### src/sv/ihex_pkg.sv
// Shared types and constants for the Intel HEX record loader.
`timescale 1ns / 1ps
`default_nettype none
package ihex_pkg;

	localparam int QUEUE_DEPTH = 4;

	localparam logic [7:0] CHAR_COLON   = 8'h3A;
	localparam logic [7:0] CHAR_NL      = 8'h0A;
	localparam logic [7:0] CHAR_NINE    = 8'h39;
	localparam logic [7:0] DIGIT_ALPHA  = 8'h37;
	localparam logic [7:0] DIGIT_NUM    = 8'h30;

	localparam logic [31:0] START_RESET = 32'h0001_0000;

	localparam logic [7:0] REC_DATA      = 8'h00;
	localparam logic [7:0] REC_EOF       = 8'h01;
	localparam logic [7:0] REC_EXT_LIN   = 8'h04;
	localparam logic [7:0] REC_START_LIN = 8'h05;

	typedef enum logic [2:0] {
		PH_WAIT,
		PH_SKIP,
		PH_LENGTH,
		PH_ADDR,
		PH_TYPE,
		PH_DATA,
		PH_CHECKSUM
	} phase_t;

	typedef enum logic [2:0] {
		OP_OFFSET,
		OP_ACCESS,
		OP_BASE,
		OP_START,
		OP_FINISH,
		OP_BADTYPE,
		OP_MISMATCH
	} op_t;

	typedef enum logic [1:0] {
		EV_ACCESS      = 2'd0,
		EV_DONE        = 2'd1,
		EV_VERIFY_FAIL = 2'd2,
		EV_BAD_TYPE    = 2'd3
	} event_t;

	// sel: offset hi/lo, base set/add, or start-address byte lane
	typedef struct packed {
		op_t        op;
		logic [7:0] value;
		logic [1:0] sel;
	} cmd_t;

endpackage
`default_nettype wire

### src/sv/ihex_char_if.sv
// Input channel: text characters and verify-mismatch reports.
`timescale 1ns / 1ps
`default_nettype none
interface ihex_char_if;
	logic       valid;
	logic       ready;
	logic       kind;
	logic [7:0] char_in;

	modport source (output valid, output kind, output char_in, input ready);
	modport sink (input valid, input kind, input char_in, output ready);
endinterface
`default_nettype wire

### src/sv/ihex_event_if.sv
// Output channel: memory accesses and load status events.
`timescale 1ns / 1ps
`default_nettype none
interface ihex_event_if;
	logic        valid;
	logic        ready;
	logic [1:0]  event_res;
	logic [31:0] address;
	logic [7:0]  data;
	logic        verify;

	modport source (output valid, output event_res, output address, output data,
		output verify, input ready);
	modport sink (input valid, input event_res, input address, input data,
		input verify, output ready);
endinterface
`default_nettype wire

### src/sv/ihex_front.sv
// Front end: record parser that turns characters into loader commands.
`timescale 1ns / 1ps
`default_nettype none
module ihex_front (
	input  wire logic     clk,
	input  wire logic     arst_n,
	ihex_char_if.sink     char_ch,
	input  wire logic     full,
	output logic          push,
	output ihex_pkg::cmd_t cmd
);
	import ihex_pkg::*;

	phase_t     phase_q, phase_d;
	logic       second_q, second_d;
	logic [3:0] high_q, high_d;
	logic [7:0] fidx_q, fidx_d;
	logic [7:0] len_q, len_d;
	logic [7:0] type_q, type_d;
	logic       end_q, end_d;
	logic       halted_q, halted_d;

	logic       work;
	logic [7:0] nib;
	logic [7:0] byte_val;
	logic [7:0] fidx_inc;
	logic       type_ok;

	assign char_ch.ready = halted_q || !full;
	assign work          = char_ch.valid && char_ch.ready && !halted_q;

	assign nib      = (char_ch.char_in > CHAR_NINE) ? char_ch.char_in - DIGIT_ALPHA
	                                               : char_ch.char_in - DIGIT_NUM;
	// low digit is ORed in at full width, as the byte rule demands
	assign byte_val = {high_q, 4'h0} | nib;
	assign fidx_inc = fidx_q + 8'd1;
	assign type_ok  = (type_q == REC_DATA) || (type_q == REC_EXT_LIN) ||
	                  (type_q == REC_START_LIN);

	// next record phase
	always_comb begin
		phase_d = phase_q;
		if (work && !char_ch.kind) begin
			unique case (phase_q)
				PH_WAIT: begin
					if (char_ch.char_in == CHAR_COLON) phase_d = PH_LENGTH;
					else if (char_ch.char_in != CHAR_NL) phase_d = PH_SKIP;
				end
				PH_SKIP: begin
					if (char_ch.char_in == CHAR_NL && !end_q) phase_d = PH_WAIT;
				end
				PH_LENGTH: if (second_q) phase_d = PH_ADDR;
				PH_ADDR: if (second_q && fidx_q != 8'd0) phase_d = PH_TYPE;
				PH_TYPE: if (second_q) phase_d = PH_DATA;
				PH_DATA: begin
					if (second_q) begin
						if (type_q == REC_EOF) phase_d = PH_SKIP;
						else if (type_ok) begin
							if (len_q == 8'd0) phase_d = PH_SKIP;
							else if (fidx_inc == len_q) phase_d = PH_CHECKSUM;
						end
					end
				end
				PH_CHECKSUM: if (second_q) phase_d = PH_SKIP;
				default: phase_d = PH_SKIP;
			endcase
		end
	end

	// commands and field registers
	always_comb begin
		push      = 1'b0;
		cmd.op    = OP_OFFSET;
		cmd.value = byte_val;
		cmd.sel   = 2'd0;
		second_d  = second_q;
		high_d    = high_q;
		fidx_d    = fidx_q;
		len_d     = len_q;
		type_d    = type_q;
		end_d     = end_q;
		halted_d  = halted_q;
		if (work) begin
			if (char_ch.kind) begin
				push     = 1'b1;
				cmd.op   = OP_MISMATCH;
				halted_d = 1'b1;
			end else if (phase_q == PH_WAIT) begin
				if (char_ch.char_in == CHAR_COLON) second_d = 1'b0;
			end else if (phase_q == PH_SKIP) begin
				if (char_ch.char_in == CHAR_NL && end_q) begin
					push     = 1'b1;
					cmd.op   = OP_FINISH;
					halted_d = 1'b1;
				end
			end else if (!second_q) begin
				high_d   = nib[3:0];
				second_d = 1'b1;
			end else begin
				second_d = 1'b0;
				unique case (phase_q)
					PH_LENGTH: begin
						len_d  = byte_val;
						fidx_d = 8'd0;
					end
					PH_ADDR: begin
						push    = 1'b1;
						cmd.op  = OP_OFFSET;
						cmd.sel = (fidx_q == 8'd0) ? 2'd0 : 2'd1;
						fidx_d  = 8'd1;
					end
					PH_TYPE: begin
						type_d = byte_val;
						fidx_d = 8'd0;
					end
					PH_DATA: begin
						if (type_q == REC_EOF) begin
							end_d = 1'b1;
						end else if (!type_ok) begin
							push     = 1'b1;
							cmd.op   = OP_BADTYPE;
							halted_d = 1'b1;
						end else if (len_q != 8'd0) begin
							fidx_d = fidx_inc;
							if (type_q == REC_DATA) begin
								push   = 1'b1;
								cmd.op = OP_ACCESS;
							end else if (type_q == REC_EXT_LIN) begin
								push    = 1'b1;
								cmd.op  = OP_BASE;
								cmd.sel = (fidx_inc == 8'd1) ? 2'd0 : 2'd1;
							end else if (fidx_inc <= 8'd4) begin
								push    = 1'b1;
								cmd.op  = OP_START;
								cmd.sel = fidx_q[1:0];
							end
						end
					end
					default: ;
				endcase
			end
		end
	end

	always_ff @(posedge clk or negedge arst_n) begin
		if (!arst_n) begin
			phase_q  <= PH_WAIT;
			second_q <= 1'b0;
			high_q   <= 4'h0;
			fidx_q   <= 8'd0;
			len_q    <= 8'd0;
			type_q   <= 8'd0;
			end_q    <= 1'b0;
			halted_q <= 1'b0;
		end else begin
			phase_q  <= phase_d;
			second_q <= second_d;
			high_q   <= high_d;
			fidx_q   <= fidx_d;
			len_q    <= len_d;
			type_q   <= type_d;
			end_q    <= end_d;
			halted_q <= halted_d;
		end
	end

	a_no_cmd_after_halt: assert property (@(posedge clk) disable iff (!arst_n)
		halted_q |-> !push)
		else $error("command queued after halt");

endmodule
`default_nettype wire

### src/sv/ihex_queue.sv
// Command queue between parser and executor.
`timescale 1ns / 1ps
`default_nettype none
module ihex_queue #(
	parameter int DEPTH = ihex_pkg::QUEUE_DEPTH
) (
	input  wire logic           clk,
	input  wire logic           arst_n,
	input  wire logic           push,
	input  wire ihex_pkg::cmd_t wr_cmd,
	output logic                full,
	input  wire logic           pop,
	output logic                avail,
	output ihex_pkg::cmd_t      rd_cmd
);
	import ihex_pkg::*;

	localparam int PW = (DEPTH > 1) ? $clog2(DEPTH) : 1;
	localparam int CW = $clog2(DEPTH + 1);

	cmd_t          mem_q [DEPTH];
	logic [PW-1:0] wr_ptr_q, rd_ptr_q;
	logic [CW-1:0] count_q;
	logic          do_push, do_pop;

	function automatic logic [PW-1:0] ptr_next(input logic [PW-1:0] p);
		return (p == PW'(DEPTH - 1)) ? '0 : p + 1'b1;
	endfunction

	assign full    = (count_q == CW'(DEPTH));
	assign avail   = (count_q != '0);
	assign rd_cmd  = mem_q[rd_ptr_q];
	assign do_push = push && !full;
	assign do_pop  = pop && avail;

	always_ff @(posedge clk) begin
		if (do_push) mem_q[wr_ptr_q] <= wr_cmd;
	end

	always_ff @(posedge clk or negedge arst_n) begin
		if (!arst_n) begin
			wr_ptr_q <= '0;
			rd_ptr_q <= '0;
			count_q  <= '0;
		end else begin
			if (do_push) wr_ptr_q <= ptr_next(wr_ptr_q);
			if (do_pop) rd_ptr_q <= ptr_next(rd_ptr_q);
			if (do_push && !do_pop) count_q <= count_q + 1'b1;
			else if (do_pop && !do_push) count_q <= count_q - 1'b1;
		end
	end

	a_no_overflow: assert property (@(posedge clk) disable iff (!arst_n)
		!(push && full))
		else $error("push into full command queue");

endmodule
`default_nettype wire

### src/sv/ihex_back.sv
// Back end: executes loader commands and drives the event channel.
`timescale 1ns / 1ps
`default_nettype none
module ihex_back (
	input  wire logic           clk,
	input  wire logic           arst_n,
	input  wire logic           cfg_we,
	input  wire logic           cfg_wdata,
	input  wire logic           avail,
	input  wire ihex_pkg::cmd_t head,
	output logic                pop,
	ihex_event_if.source        event_ch
);
	import ihex_pkg::*;

	logic        verify_mode_q;
	logic [15:0] offset_q;
	logic [31:0] base_q;
	logic [31:0] start_q;
	logic [31:0] last_q;
	logic        out_valid_q;
	event_t      ev_q;
	logic [31:0] addr_q;
	logic [7:0]  data_q;
	logic        verify_q;

	logic        produces;
	logic [31:0] acc_addr;

	always_comb begin
		case (head.op) inside
			OP_ACCESS, OP_FINISH, OP_BADTYPE, OP_MISMATCH: produces = 1'b1;
			default: produces = 1'b0;
		endcase
	end

	assign pop      = avail && (!produces || !out_valid_q || event_ch.ready);
	assign acc_addr = base_q + {16'h0, offset_q};

	always_ff @(posedge clk or negedge arst_n) begin
		if (!arst_n) begin
			verify_mode_q <= 1'b0;
			offset_q      <= 16'h0;
			base_q        <= 32'h0;
			start_q       <= START_RESET;
			last_q        <= 32'h0;
			out_valid_q   <= 1'b0;
		end else begin
			if (cfg_we) verify_mode_q <= cfg_wdata;
			if (pop && produces) out_valid_q <= 1'b1;
			else if (event_ch.ready) out_valid_q <= 1'b0;
			if (pop) begin
				case (head.op)
					OP_OFFSET: begin
						if (head.sel == 2'd0) offset_q <= {head.value, 8'h00};
						else offset_q <= {offset_q[15:8], head.value};
					end
					OP_ACCESS: begin
						last_q   <= acc_addr;
						offset_q <= offset_q + 16'd1;
					end
					OP_BASE: begin
						if (head.sel == 2'd0) base_q <= {head.value, 24'h0};
						else base_q <= base_q + {8'h0, head.value, 16'h0};
					end
					OP_START: begin
						case (head.sel)
							2'd0: start_q <= {head.value, 24'h0};
							2'd1: start_q <= start_q + {8'h0, head.value, 16'h0};
							2'd2: start_q <= start_q + {16'h0, head.value, 8'h0};
							default: start_q <= start_q + {24'h0, head.value};
						endcase
					end
					default: ;
				endcase
			end
		end
	end

	// result payload
	always_ff @(posedge clk) begin
		if (pop && produces) begin
			unique case (head.op)
				OP_ACCESS: begin
					ev_q     <= EV_ACCESS;
					addr_q   <= acc_addr;
					data_q   <= head.value;
					verify_q <= verify_mode_q;
				end
				OP_FINISH: begin
					ev_q     <= EV_DONE;
					addr_q   <= start_q;
					data_q   <= 8'h00;
					verify_q <= 1'b0;
				end
				OP_MISMATCH: begin
					ev_q     <= EV_VERIFY_FAIL;
					addr_q   <= last_q;
					data_q   <= 8'h00;
					verify_q <= 1'b0;
				end
				default: begin
					ev_q     <= EV_BAD_TYPE;
					addr_q   <= 32'h0;
					data_q   <= 8'h00;
					verify_q <= 1'b0;
				end
			endcase
		end
	end

	assign event_ch.valid     = out_valid_q;
	assign event_ch.event_res = ev_q;
	assign event_ch.address   = addr_q;
	assign event_ch.data      = data_q;
	assign event_ch.verify    = verify_q;

	a_result_registered: assert property (@(posedge clk) disable iff (!arst_n)
		(pop && produces) |=> out_valid_q)
		else $error("retired command lost its result");

endmodule
`default_nettype wire

### src/sv/intel_hex_record_loader.sv
// Top level of the Intel HEX record loader.
`timescale 1ns / 1ps
`default_nettype none
// Intel HEX loader: accepts one transaction per cycle on char_ch (a text
// character, or a verify-mismatch report with kind set) while the command
// queue is not full, and returns at most one event per transaction on
// event_ch. The record parser turns each character into at most one command;
// a QUEUE_DEPTH-entry command queue decouples it from the executor, which
// retires one command per cycle and stalls only while its output register
// holds an event not yet taken. A result passes through the command queue
// and then the executor's output register. Sustained rate is one character
// per cycle while the queue has room. After a finish or failure event all
// further input is accepted and dropped until reset. verify_mode is written
// through cfg_we/cfg_wdata and should only change while the block is idle.
module intel_hex_record_loader #(
	parameter int QUEUE_DEPTH = ihex_pkg::QUEUE_DEPTH
) (
	input  wire logic    clk,
	input  wire logic    arst_n,
	ihex_char_if.sink    char_ch,
	ihex_event_if.source event_ch,
	input  wire logic    cfg_we,
	input  wire logic    cfg_wdata
);
	import ihex_pkg::*;

	cmd_t wr_cmd, rd_cmd;
	logic push, full, pop, avail;

	ihex_front u_front (
		.clk     (clk),
		.arst_n  (arst_n),
		.char_ch (char_ch),
		.full    (full),
		.push    (push),
		.cmd     (wr_cmd)
	);

	ihex_queue #(.DEPTH(QUEUE_DEPTH)) u_queue (
		.clk    (clk),
		.arst_n (arst_n),
		.push   (push),
		.wr_cmd (wr_cmd),
		.full   (full),
		.pop    (pop),
		.avail  (avail),
		.rd_cmd (rd_cmd)
	);

	ihex_back u_back (
		.clk       (clk),
		.arst_n    (arst_n),
		.cfg_we    (cfg_we),
		.cfg_wdata (cfg_wdata),
		.avail     (avail),
		.head      (rd_cmd),
		.pop       (pop),
		.event_ch  (event_ch)
	);

endmodule
`default_nettype wire
### src/flat_wrapper.sv
// flat-port wrapper written by rule: the top's interface ports become plain ports
module intel_hex_record_loader_flat import ihex_pkg::*;
#(
	parameter int QUEUE_DEPTH = ihex_pkg::QUEUE_DEPTH
)
  (clk, arst_n, cfg_we, cfg_wdata, char_ch_valid, char_ch_kind, char_ch_char_in, char_ch_ready, event_ch_valid, event_ch_event_res, event_ch_address, event_ch_data, event_ch_verify, event_ch_ready);
  ihex_char_if char_ch_i ();
  ihex_event_if event_ch_i ();
  input  wire logic clk;
  input  wire logic arst_n;
  input  wire logic cfg_we;
  input  wire logic cfg_wdata;
  input wire logic [$bits(char_ch_i.valid)-1:0] char_ch_valid;
  input wire logic [$bits(char_ch_i.kind)-1:0] char_ch_kind;
  input wire logic [$bits(char_ch_i.char_in)-1:0] char_ch_char_in;
  output wire logic [$bits(char_ch_i.ready)-1:0] char_ch_ready;
  output wire logic [$bits(event_ch_i.valid)-1:0] event_ch_valid;
  output wire logic [$bits(event_ch_i.event_res)-1:0] event_ch_event_res;
  output wire logic [$bits(event_ch_i.address)-1:0] event_ch_address;
  output wire logic [$bits(event_ch_i.data)-1:0] event_ch_data;
  output wire logic [$bits(event_ch_i.verify)-1:0] event_ch_verify;
  input wire logic [$bits(event_ch_i.ready)-1:0] event_ch_ready;
  assign char_ch_i.valid = char_ch_valid;
  assign char_ch_i.kind = char_ch_kind;
  assign char_ch_i.char_in = char_ch_char_in;
  assign char_ch_ready = char_ch_i.ready;
  assign event_ch_valid = event_ch_i.valid;
  assign event_ch_event_res = event_ch_i.event_res;
  assign event_ch_address = event_ch_i.address;
  assign event_ch_data = event_ch_i.data;
  assign event_ch_verify = event_ch_i.verify;
  assign event_ch_i.ready = event_ch_ready;
  intel_hex_record_loader #(.QUEUE_DEPTH(QUEUE_DEPTH)) u_core (.clk(clk), .arst_n(arst_n), .char_ch(char_ch_i), .event_ch(event_ch_i), .cfg_we(cfg_we), .cfg_wdata(cfg_wdata));
endmodule
### config.mk
export PLATFORM = sky130hd
export DESIGN_NAME = intel_hex_record_loader_flat
export DESIGN_NICKNAME = d
export VERILOG_FILES = /design/src/sv/ihex_pkg.sv /design/src/sv/ihex_char_if.sv /design/src/sv/ihex_event_if.sv /design/src/sv/ihex_front.sv /design/src/sv/ihex_queue.sv /design/src/sv/ihex_back.sv /design/src/sv/intel_hex_record_loader.sv /design/src/flat_wrapper.sv
export SDC_FILE = /design/constraint.sdc
export NUM_CORES = 1
export LEC_CHECK = 0
export CORE_ASPECT_RATIO = 0.75
export CORE_MARGIN = 2
export CORE_UTILIZATION = 35
export CTS_CLUSTER_DIAMETER = 100
export CTS_CLUSTER_SIZE = 16
export DETAILED_ROUTE_END_ITERATION = 12
export DONT_BUFFER_PORTS = 1
export GPL_ROUTABILITY_DRIVEN = 1
export SLEW_MARGIN = 20
export SYNTH_ARGS = -nofsm -noshare
export SYNTH_HDL_FRONTEND = slang
export SYNTH_SLANG_ARGS = --single-unit
### constraint.sdc
create_clock -name clk -period 8.2 [get_ports clk]
set_input_delay 1.64 -clock clk [delete_from_list [all_inputs] [get_ports clk]]
set_output_delay 1.64 -clock clk [all_outputs]
set_load 0.1 [all_outputs]
==> results.sh <==
export IMPL_outcome="finished clean"
export IMPL_switching_share_pct=51.8
export IMPL_crit_fanout=38
export IMPL_clock_sinks=234
export IMPL_drt_total_wl_um=36400
export IMPL_grt_pass1_wl_um=58300
export IMPL_setup_viol=0
export IMPL_drv_slew=0
export IMPL_crit_path_end_kind="flip-flop"
export IMPL_fin_cells=1830
export IMPL_die_x_um=232
export IMPL_fmax_ghz=0.224
export IMPL_synth_edff_count=95
export IMPL_start_util_pct=35.6
export IMPL_post_drt_wl_per_cell_um=19.9
export IMPL_hold_path_class="flip-flop to flip-flop"
export IMPL_slew_headroom_pct=31.4
export IMPL_final_cell_mix="nand2_1 (165), dfrtp_1 (138), o21ai_0 (115)"
export IMPL_cp_required_ns=8.59
export IMPL_power_frac_comb_pct=41.5
export IMPL_p_int_w=0.00316
export IMPL_powerDensity_nw_per_um2=453
export IMPL_dp_hpwl_um=24900
export IMPL_reg2regPathDepth=5
export IMPL_grt_ovfl_total=0
export IMPL_port_buffers=0
export IMPL_holdPathStages=2
export IMPL_drc=0
export IMPL_p_sw_w=0.00339
export IMPL_leakage_nw=5.54
export IMPL_synth_avg_cell_area_um2=10.0
export IMPL_placed_cell_area_um2=14000
export IMPL_worst_pin_slew_ns=1.03
export IMPL_clk_latency_ns=0.53
export IMPL_ys_ff_latch=234
export IMPL_syn2layout_area_growth_pct=6.02
export IMPL_grt_max_degree=140
export IMPL_dr_pass1_iters=5
export IMPL_setup_tns_ns=0
export IMPL_rows=62
export IMPL_post_route_cell_area_um2=14500
export IMPL_first_iter_violations=989
export IMPL_r2r_start="u_core.u_queue.rd_ptr_q[0]"
export IMPL_ctsLongestPathBuffers=3
export IMPL_fp_dieH_um=175
export IMPL_regToRegSetupSlack_ns=3.73
export IMPL_timing_rr_end="u_core.u_back.last_q[14]"
export IMPL_synth_cell_type_count=84
export IMPL_layout_commonest_cell="nand2_1"
export IMPL_fp_coreArea_um2=38400
export IMPL_path_clk_slew_ns=0.07
export IMPL_synthArstFlopShare_pct=59.4
export IMPL_num_vias=10600
export IMPL_cts_tree="built"
export IMPL_hold_path_startpoint="u_core.u_front.type_q[7]"
export IMPL_holdWs_ns=0.483
export IMPL_period_needed_ns=4.47
export IMPL_yosysSeqAreaShare_pct=46.4
export IMPL_cts_htree_levels=1
export IMPL_grt_total_usage_pct=18.0
export IMPL_arrival_ns=4.87
export IMPL_critPathLaunch="u_core.u_queue.rd_ptr_q[0]"
export IMPL_seq_power_share_pct=45.6
export IMPL_min_to="u_core.u_front.type_q[7]"
export IMPL_cts_setup_buffers=0
export IMPL_netlist_instances=1362
export IMPL_fin_crit_sh_pct=54.6
export IMPL_cts_buffers=18
export IMPL_ir_drop_mv=0.251
export IMPL_layout_drive_gt1_share_pct=6.37
export IMPL_cts_root_buf="clkbuf_16"
export IMPL_dp_cells=1798
export IMPL_syn_area_um2=13700
export IMPL_crit_type="flip-flop to flip-flop"
export IMPL_nets=1379
export IMPL_grt_pass1_vias=10100
export IMPL_setup_ws_ns=3.73
export IMPL_pwr_share_clk_pct=12.9
export IMPL_synth_top_flop_cell="dfrtp_1"
export IMPL_viasPerCell=5.79
export IMPL_diodes=0
export IMPL_place_congestion=0.884
export IMPL_cts_resized_gates=0
export IMPL_cts_hold_buffers_added=0
export IMPL_ioPinCount=60
export IMPL_fin_skew_ns=0.0233
export IMPL_maxCapViolations=0
export IMPL_rsz0062_at_grt="false"
export IMPL_place_worst_setup_slack_ns=3.76
export IMPL_yosys_warnings=0
export IMPL_dieArea_um2=40600
export IMPL_synth_net_count=1435
export IMPL_antenna_found_initial=0
export IMPL_cp_start_kind="flip-flop"
export IMPL_antenna_left=0
export IMPL_final_hold_viol_count=0
flip-flops by register name, indices dropped and copies added, names as in the netlist, 3 cells and up:
name,cells
u_core.u_back.base_q,16
u_core.u_back.event_ch.address,32
u_core.u_back.event_ch.data,8
u_core.u_back.last_q,32
u_core.u_back.offset_q,16
u_core.u_back.start_q,32
u_core.u_front.fidx_q,8
u_core.u_front.high_q,4
u_core.u_front.len_q,8
u_core.u_front.phase_q,3
u_core.u_front.type_q,8
u_core.u_queue.count_q,3
u_core.u_queue.mem_q,52
metrics by stage:
step,power (W),utilization (%)
after global routing,0.00699,37.7
after global placement,0.00563,36.3
after floorplan,0.00498,-
after detailed placement,0.00569,36.3
final,0.00655,37.7
after CTS,0.00655,37.7
kinds of logic after synthesis:
logic type,count (synthesis),synth area share (%)
AO/OA/AOI/OAI,413,20.0
XOR/XNOR,48,3.08
adder cells (fa/ha/maj),58,5.59
buffers and inverters,124,4.11
flip-flops,234,46.4
multiplexers,64,6.27
AND/OR/NAND/NOR,421,14.6
layout make-up:
class	instances	area (um2)
clock inverters	2	23.8
multi-input cells	1004	6770
fillers	3812	23900
inverters	39	146
repair buffers	9	67.6
clock buffers	30	495
well taps	512	641
flip-flops and latches	234	6330
worst max-delay path: stages, from the launching register on:
cell and delay [ns]:
dfrtp_1 0.94, mux4_2 0.94, inv_1 0.44, nand2_1 0.56
nor2_4 0.98, mux2_2 0.42
power groups by stage:
| stage | combinational [W] | sequential, W | clock (W) |
|---|---|---|---|
| 3_5_place_dp | 0.00269 | 0.00300 | 0 |
| 5_1_grt | 0.00304 | 0.00305 | 0.000909 |
| 6_report | 0.00272 | 0.00299 | 0.000843 |
| 4_1_cts | 0.00270 | 0.00298 | 0.000869 |
| 3_3_place_gp | 0.00264 | 0.00300 | 0 |
| 2_1_floorplan | 0.00220 | 0.00277 | 0 |
cell usage after synthesis, types with 9 or more instances:
cell type	n	area, um2
nand2_1	165	619
dfrtp_1	138	3450
o21ai_0	115	576
edfxtp_1	95	2850
a21oi_1	79	395
nor2_1	77	289
clkbuf_1	58	218
ha_1	53	663
nand3_1	42	210
inv_1	39	146
a22oi_1	34	255
and3_1	28	175
xnor2_1	25	219
nor3_1	24	120
xor2_1	23	201
mux2_1	22	248
o31ai_1	22	165
mux2_2	20	225
a31oi_1	18	113
buf_2	17	85.1
a21o_1	15	113
and2_1	15	93.8
nand4_1	14	87.6
a211oi_1	13	97.6
a22o_1	13	114
mux4_2	13	293
o21bai_1	12	90.1
buf_6	10	113
mux2i_1	9	90.1
o22ai_1	9	56.3
worst max-delay path by stage:
stage / depth (start not counted) / end
floorplan: 3 / u_core.u_back.event_ch.address[0]
global placement: 5 / u_core.u_back.last_q[13]
detailed placement: 5 / u_core.u_back.last_q[14]
CTS: 5 / u_core.u_back.last_q[14]
global route: 5 / u_core.u_back.last_q[14]
finish: 5 / u_core.u_back.last_q[14]
layer usage:
metal / track usage (%) / share of wire, % / wire length [um]
met3: 3.30 / 6.8 / 2470
met5: 0 / 0 / 0
met4: 4.14 / 1.9 / 689
met1: 27.4 / 48 / 17600
met2: 26.3 / 43 / 15600
(Power assumes the default switching activity.)
